File: src/design/sap_pkg.sv
package sap_pkg;

    // Default sizes.
    localparam int SAP_MAX_ENTRIES  = 256;
    localparam int SAP_MAX_RECT_DIM = 4096;

    // Field widths.
    localparam int KIND_W     = 2;
    localparam int DIM_W      = 13;
    localparam int CHAN_W     = 3;
    localparam int IDX_W      = 8;
    localparam int COORD_W    = 17;
    localparam int ERR_W      = 3;
    localparam int POSX_W     = 15;
    localparam int POSY_W     = 16;
    localparam int CFG_IDX_W  = 1;
    localparam int CFG_DATA_W = 15;

    // Map arithmetic: Q1.16 coordinates, 33-bit dividend, 17-bit quotient.
    localparam int FRAC_W = 16;
    localparam int NUM_W  = 33;
    localparam int DEN_W  = 16;
    localparam int QUOT_W = 17;

    // Request kinds.
    localparam logic [KIND_W-1:0] KIND_APPEND = 2'd0;
    localparam logic [KIND_W-1:0] KIND_MAP    = 2'd1;
    localparam logic [KIND_W-1:0] KIND_CLEAR  = 2'd2;

    // Result codes.
    localparam logic [ERR_W-1:0] ERR_OK      = 3'd0;
    localparam logic [ERR_W-1:0] ERR_CHANNEL = 3'd1;
    localparam logic [ERR_W-1:0] ERR_INDEX   = 3'd2;
    localparam logic [ERR_W-1:0] ERR_FULL    = 3'd3;
    localparam logic [ERR_W-1:0] ERR_HEIGHT  = 3'd4;

    // Configuration register indexes.
    localparam logic [CFG_IDX_W-1:0] CFG_MAX_ROW_WIDTH = 1'b0;
    localparam logic [CFG_IDX_W-1:0] CFG_CHANNEL_COUNT = 1'b1;

    // Configuration reset values.
    localparam logic [POSX_W-1:0] RST_MAX_ROW_WIDTH = 15'd4096;
    localparam logic [CHAN_W-1:0] RST_CHANNEL_COUNT = 3'd3;

    typedef enum logic [2:0] {
        ST_IDLE,
        ST_EXEC,
        ST_READ,
        ST_SUM,
        ST_START,
        ST_WAIT,
        ST_DONE
    } t_state;

    // One placed rectangle: atlas offset and size.
    typedef struct packed {
        logic [POSX_W-1:0] ox;
        logic [POSY_W-1:0] oy;
        logic [DIM_W-1:0]  w;
        logic [DIM_W-1:0]  h;
    } t_entry;

    // Divider status toward the controller.
    typedef struct packed {
        logic              done;
        logic [QUOT_W-1:0] quot;
    } t_div_res;

endpackage

File: src/design/sap_divider.sv
module sap_divider (
    input  logic                         i_clk,
    input  logic                         i_rst_n,
    input  logic                         i_start,
    input  logic [sap_pkg::NUM_W-1:0]    i_num,
    input  logic [sap_pkg::DEN_W-1:0]    i_den,
    output sap_pkg::t_div_res            o_res
);
    import sap_pkg::*;

    localparam int CNT_W = $clog2(QUOT_W);

    logic [DEN_W-1:0]  r_rem;
    logic [DEN_W-1:0]  r_den;
    logic [QUOT_W-1:0] r_low;
    logic [QUOT_W-1:0] r_quot;
    logic [CNT_W-1:0]  r_cnt;
    logic              r_busy;
    logic              r_done;

    logic [DEN_W:0]    w_trial;
    logic [DEN_W:0]    w_diff;
    logic              w_ge;
    logic              w_sat;

    // The quotient only fits when the upper dividend bits stay below the divisor.
    assign w_sat   = i_num[NUM_W-1:QUOT_W] >= i_den;

    // One restoring step: shift in the next dividend bit and try to subtract.
    assign w_trial = {r_rem, r_low[QUOT_W-1]};
    assign w_diff  = w_trial - {1'b0, r_den};
    assign w_ge    = w_trial >= {1'b0, r_den};

    // Control: busy while stepping, done once the quotient stands.
    always_ff @(posedge i_clk) begin
        if (!i_rst_n) begin
            r_busy <= 1'b0;
            r_done <= 1'b0;
            r_cnt  <= '0;
        end else if (i_start) begin
            r_busy <= !w_sat;
            r_done <= w_sat;
            r_cnt  <= CNT_W'(QUOT_W - 1);
        end else if (r_busy) begin
            if (r_cnt == '0) begin
                r_busy <= 1'b0;
                r_done <= 1'b1;
            end else begin
                r_cnt <= r_cnt - CNT_W'(1);
            end
        end
    end

    // Datapath: remainder, remaining dividend bits and quotient.
    always_ff @(posedge i_clk) begin
        if (i_start) begin
            r_rem  <= i_num[NUM_W-1:QUOT_W];
            r_low  <= i_num[QUOT_W-1:0];
            r_den  <= i_den;
            r_quot <= w_sat ? '1 : '0;
        end else if (r_busy) begin
            r_rem  <= w_ge ? w_diff[DEN_W-1:0] : w_trial[DEN_W-1:0];
            r_low  <= {r_low[QUOT_W-2:0], 1'b0};
            r_quot <= {r_quot[QUOT_W-2:0], w_ge};
        end
    end

    assign o_res.done = r_done;
    assign o_res.quot = r_quot;

endmodule

File: config.mk
export PLATFORM = sky130hd
export DESIGN_NAME = sap_divider
export DESIGN_NICKNAME = d
export VERILOG_FILES = /design/src/design/sap_pkg.sv /design/src/design/sap_divider.sv
export SDC_FILE = /design/constraint.sdc
export NUM_CORES = 1
export LEC_CHECK = 0
export ABC_AREA = 1
export BUFFER_PORTS_ARGS = -buffer_cell sky130_fd_sc_hd__clkbuf_2
export CAP_MARGIN = 5
export CELL_PAD_IN_SITES_DETAIL_PLACEMENT = 1
export CELL_PAD_IN_SITES_GLOBAL_PLACEMENT = 1
export CORE_ASPECT_RATIO = 0.7
export CORE_MARGIN = 2
export CORE_UTILIZATION = 25
export DETAILED_ROUTE_END_ITERATION = 6
export PLACE_DENSITY = 0.59
export SLEW_MARGIN = 0
export SYNTH_ARGS = -nofsm -noshare
export SYNTH_HDL_FRONTEND = slang
export SYNTH_SLANG_ARGS = --single-unit
File: constraint.sdc
create_clock -name i_clk -period 2.5 [get_ports i_clk]
set_input_delay 0 -clock i_clk [delete_from_list [all_inputs] [get_ports i_clk]]
set_output_delay 0 -clock i_clk [all_outputs]
set_load 0.05 [all_outputs]
[Word-level counts from Yosys, hierarchy flattened]
Index checks and enable logic that the tools add are counted.
Operators by class
  mux-type cells: 17
  add/sub/neg operators: 2
  reductions and logical operators: 8
  shifts and indexed selects: 0
  eq/ne operators: 1
  $mul: 0
  div/mod/pow operators: 0
  magnitude comparators: 2
  bitwise logic cells: 2
Operator list (number)
  two-way mux 17 bit: 5
  two-way mux 16 bit: 3
  greater-or-equal comparator 17 x 16 -> 1 bit: 1
  greater-or-equal comparator 16 bit: 1
  subtractor 16 bit: 1
  two-way mux 5 bit: 3
  two-way mux 1 bit: 6
  AND reduction 2 bit: 3
  zero test 5 bit: 1
  subtractor 5 x 1 -> 5 bit (second input constant): 1
  nonzero test 2 bit: 2
  != test 2 bit (second input constant): 1
  inverter 1 bit: 2
  OR reduction 2 bit: 1
  zero test 1 bit: 1
Word-level totals
  memory bits (read-only): 0
  bits in latches: 0
  flip-flop bits (word level): 73
  word-level logic and storage cells: 40
  memories: 0
  input port bits: 52
  output and inout bits: 18
  RAM bits: 0

[Logic depth before layout (Yosys ltp)]
  depth in word-level cells: 4
  mapped depth: 14

[Least setup slack after synthesis]
OpenSTA, ideal clock, no wires.
  path kind: input-to-reg
  from: input i_start
  to: register r_low[0] (enable)
  setup time: 409 ps
  buffers on the path: 2
  slack: 479 ps
  data arrival time: 1613 ps
  required time: 2091 ps
  cell stages on the path: 4
  path through: buf_2 -> clkinv_1 -> clkbuf_1 -> nand2_1
Between the ends
  word-level cells in the longest chain between the ends: 1
RTL lines
  from (decl): RTL line sap_divider.sv:4  | input logic i_start,
  nonzero test 2 bit (no line)
  to (signal assigned): RTL line sap_divider.sv:58  | r_low <= i_num[QUOT_W-1:0];
  to (signal assigned): RTL line sap_divider.sv:63  | r_low <= {r_low[QUOT_W-2:0], 1'b0};
  to (decl): RTL line sap_divider.sv:15  | logic [QUOT_W-1:0] r_low;
No other way between the ends.
A chain may end at the register's enable or synchronous reset.

[Final worst setup path]
  from: register r_low[16]
  to: register r_rem[14], data pin
Between the ends
  word-level cells in the longest chain between the ends: 4
  elaborated cells between the ends (all ways): 5
  those cells by class: add/sub (1); order compare (1); mux (3)
RTL lines
  subtractor 16 bit or greater-or-equal comparator 17 x 16 -> 1 bit (tied branches): RTL line sap_divider.sv:31, sap_divider.sv:32
  two-way mux 16 bit (*): RTL line sap_divider.sv:62  | r_rem <= w_ge ? w_diff[DEN_W-1:0] : w_trial[DEN_W-1:0];
  two-way mux 16 bit (*): RTL line sap_divider.sv:61  | end else if (r_busy) begin
  two-way mux 16 bit (*): RTL line sap_divider.sv:56  | if (i_start) begin
  to (signal assigned): RTL line sap_divider.sv:57  | r_rem <= i_num[NUM_W-1:QUOT_W];
  to (signal assigned): RTL line sap_divider.sv:62
  to (decl): RTL line sap_divider.sv:13  | logic [DEN_W-1:0] r_rem;
Mark *: on every way between the ends. The rest lies on a longest branch, timed or not. The select of a mux whose other input is x is not followed.

==> results.json <==
{
  "worst_pin_slew_ps": 589,
  "route.detailed.drc": 0,
  "yosysWarnings": 0,
  "synth_area_um2": 4830,
  "synthTopCellsByArea": "edfxtp_1 (41%), nand2_1 (17%), ha_1 (8.8%)",
  "status": "finished clean",
  "drive_above_1_share": 0.199,
  "fin_crit_sh": 0.921,
  "setup_viol": 0,
  "wl_met3_um": 508,
  "seq_power_share": 0.348,
  "relSlewSlack": 0.606,
  "routed_wl_mm": 14.0,
  "maxSlewViolCount": 0,
  "grt_pass1_wl_mm": 22.9,
  "die_h_um": 120,
  "finalHoldViolations": 0,
  "nets": 796,
  "fp-row-count": 42,
  "cp-end-kind": "flip-flop",
  "irDropWorstVdd_uv": 291,
  "p_leak_uw": 0.00310,
  "fmax_mhz": 434,
  "firstDrtPassIters": 4,
  "clk_pin_slew_ps": 60,
  "cts_setup_buffers": 0,
  "power.density_nw_per_um2": 731,
  "hp-class": "in2reg",
  "p_int_uw": 2950,
  "die-area_um2": 20500,
  "dp_hpwl_mm": 10.4,
  "total_power_uw": 4550,
  "cts.sinks": 73,
  "drtAntennaViolNets": 0,
  "synth_edf_count": 66,
  "ys_ff_latch": 73,
  "num_vias": 4207,
  "track_usage": 0.142,
  "critPathArrivalTime_ps": 2390,
  "antenna_found_initial": 0,
  "top_layer_used": "met4",
  "grt_overflow_total": 0,
  "path_class": "reg2reg",
  "numCtsBuffers": 9,
  "p_sw_frac": 0.352,
  "rsz0062_at_grt": "false",
  "syn_nets": 681,
  "p_sw_uw": 1600,
  "final.setup_skew_ps": 8.71,
  "path_cells": "inv_1 > ha_1 > inv_1 > fa_2 > nand3_1 > nand3_4 > nand2_1 > nand2_1 > nand2_1 > nand2_1 > nand2_1 > nand3_1 > nand2_1 > nand2_1",
  "ios": 70,
  "clock_latency_ps": 340,
  "core_um2": 18900,
  "clock-root-buffer": "clkbuf_16",
  "timing.hold.ws_ps": 10.2,
  "clockBufferDepth": 2,
  "drt_iter0_drc": 204,
  "fp.dieW_um": 170,
  "yosysTopAreaCell": "edfxtp_1",
  "wl_met2_mm": 6.04,
  "ys_seq_area_frac": 0.440,
  "gp_congestion": 0.822,
  "async_flop_share": 0,
  "htreeDepth": 3,
  "grt_pass1_vias": 4509,
  "synth.avg_cell_area_um2": 8.13,
  "startpoint_type": "flip-flop",
  "cpPeakStageDelay_ps": 380,
  "grt_max_degree": 52,
  "viasPerCell": 4.40,
  "path_common_cell": "nand2_1",
  "final_common_cell": "nand2_1",
  "n_antenna_cell": 0,
  "p_clk_frac": 0.317,
  "netlist_instances": 594,
  "worstPathRequired_ps": 2590,
  "synth_flop_cell": "edfxtp_1",
  "port_buffers": 69,
  "ys_types": 36,
  "yosysTopAreaCellShare": 0.411,
  "timing.max_cap.violations": 0,
  "tritoncts": "built",
  "crit_slowest_cell": "fa_2",
  "syn2layout_area_growth_pct": 29.0,
  "wl_per_cell_um": 14.6,
  "pwr-share-comb": 0.335,
  "final_cell_mix": "nand2_1 (220), inv_1 (88), clkbuf_2 (69), edfxtp_1 (66), dlygate4sd3_1 (44)",
  "worstPathMaxFanout": 4,
  "met1Wirelength_mm": 7.31,
  "initial_core_util": 0.255,
  "post-route-min-period_ps": 2300
}
cell usage after synthesis (2+ instances only):
| cell | number |
|---|---|
| nand2_1 | 221 |
| inv_1 | 88 |
| edfxtp_1 | 66 |
| ha_1 | 34 |
| nand3_1 | 34 |
| nand2_2 | 21 |
| nor2_1 | 19 |
| a21oi_1 | 18 |
| nand3b_1 | 8 |
| dfxtp_1 | 7 |
| nand3_2 | 7 |
| o21ai_0 | 7 |
| clkbuf_1 | 6 |
| inv_2 | 6 |
| nand4_1 | 6 |
| nor3_1 | 5 |
| xnor2_1 | 5 |
| buf_2 | 4 |
| nand3b_2 | 4 |
| nor2_2 | 4 |
| nor2_4 | 3 |
| o21bai_1 | 3 |
| and2_1 | 2 |
| buf_6 | 2 |
| clkinv_1 | 2 |
| xor2_1 | 2 |
final cells by class:
cell class | instances | area, um2
Sequential cell | 73 | 2120
Tap cell | 242 | 303
Clock buffer | 12 | 279
Fill cell | 2285 | 12700
Inverter | 96 | 360
Clock inverter | 4 | 55.1
Multi-Input combinational cell | 411 | 2270
Timing Repair Buffer | 118 | 836
flip-flops by register name (all words and copies together) (netlist names):
signal / cells
r_den: 16
r_rem: 16
r_low: 17
r_quot: 17
r_busy: 1
r_done: 1
r_cnt: 5
timing repair:
action	in CTS	in global routing
resized for setup	1	3
endpoints found under the hold margin	45	0
hold buffers	44	0
endpoints found under the setup margin	1	3
power by group through the flow:
stage	Sequential (uW)	Clock [uW]	Combinational, uW
after global routing	1600	1520	1730
after floorplan	1720	0	988
after detailed placement	1610	0	1470
final	1580	1440	1520
after global placement	1600	0	1440
after CTS	1590	1480	1530
logic make-up after synthesis:
kind of cell	Yosys count	synth area share
AND/OR/NAND/NOR	339	0.328
buffers and inverters	110	0.0938
flip-flops	73	0.440
adder cells (fa/ha/maj)	35	0.0923
AO/OA/AOI/OAI	30	0.0332
XOR/XNOR	7	0.0127
final timing paths:
path / start / to / slack, ps / cells after the start
max: r_low[16] / r_rem[14] / 200 / 14
min: i_num[30] / r_rem[13] / 10 / 3
max reg2reg: r_low[16] / r_rem[14] / 200 / 14
min reg2reg: r_cnt[0] / r_cnt[0] / 470 / 1
per-layer routing:
| layer | vias to the layer above | track usage |
|---|---|---|
| met5 | - | 0 |
| met4 | 0 | 0.0256 |
| met3 | 10 | 0.0275 |
| met2 | 77 | 0.225 |
| met1 | 2003 | 0.203 |
| li1 | 2117 | - |
metrics by stage:
step / std cells / worst slack [ps] / util / setup TNS, ps / instance area [um2]
finish: 956 / 198 / 0.329 / 0 / 6230
global route: 956 / 7.52 / 0.329 / 0 / 6230
CTS: 956 / 85.3 / 0.329 / 0 / 6210
detailed placement: 896 / -12.4 / 0.287 / -12.4 / 5440
global placement: 896 / 37.3 / 0.287 / 0 / 5440
floorplan: 594 / 479 / - / 0 / 4830
worst max-delay path: cells and delay by family (launching register included):
| kind | cells | cell delay (ps) |
|---|---|---|
| adder cells (fa/ha/maj) | 2 | 570 |
| flip-flops | 1 | 370 |
| buffers and inverters | 2 | 190 |
| AND/OR/NAND/NOR | 10 | 920 |
Power figures use the tool's default switching activity.
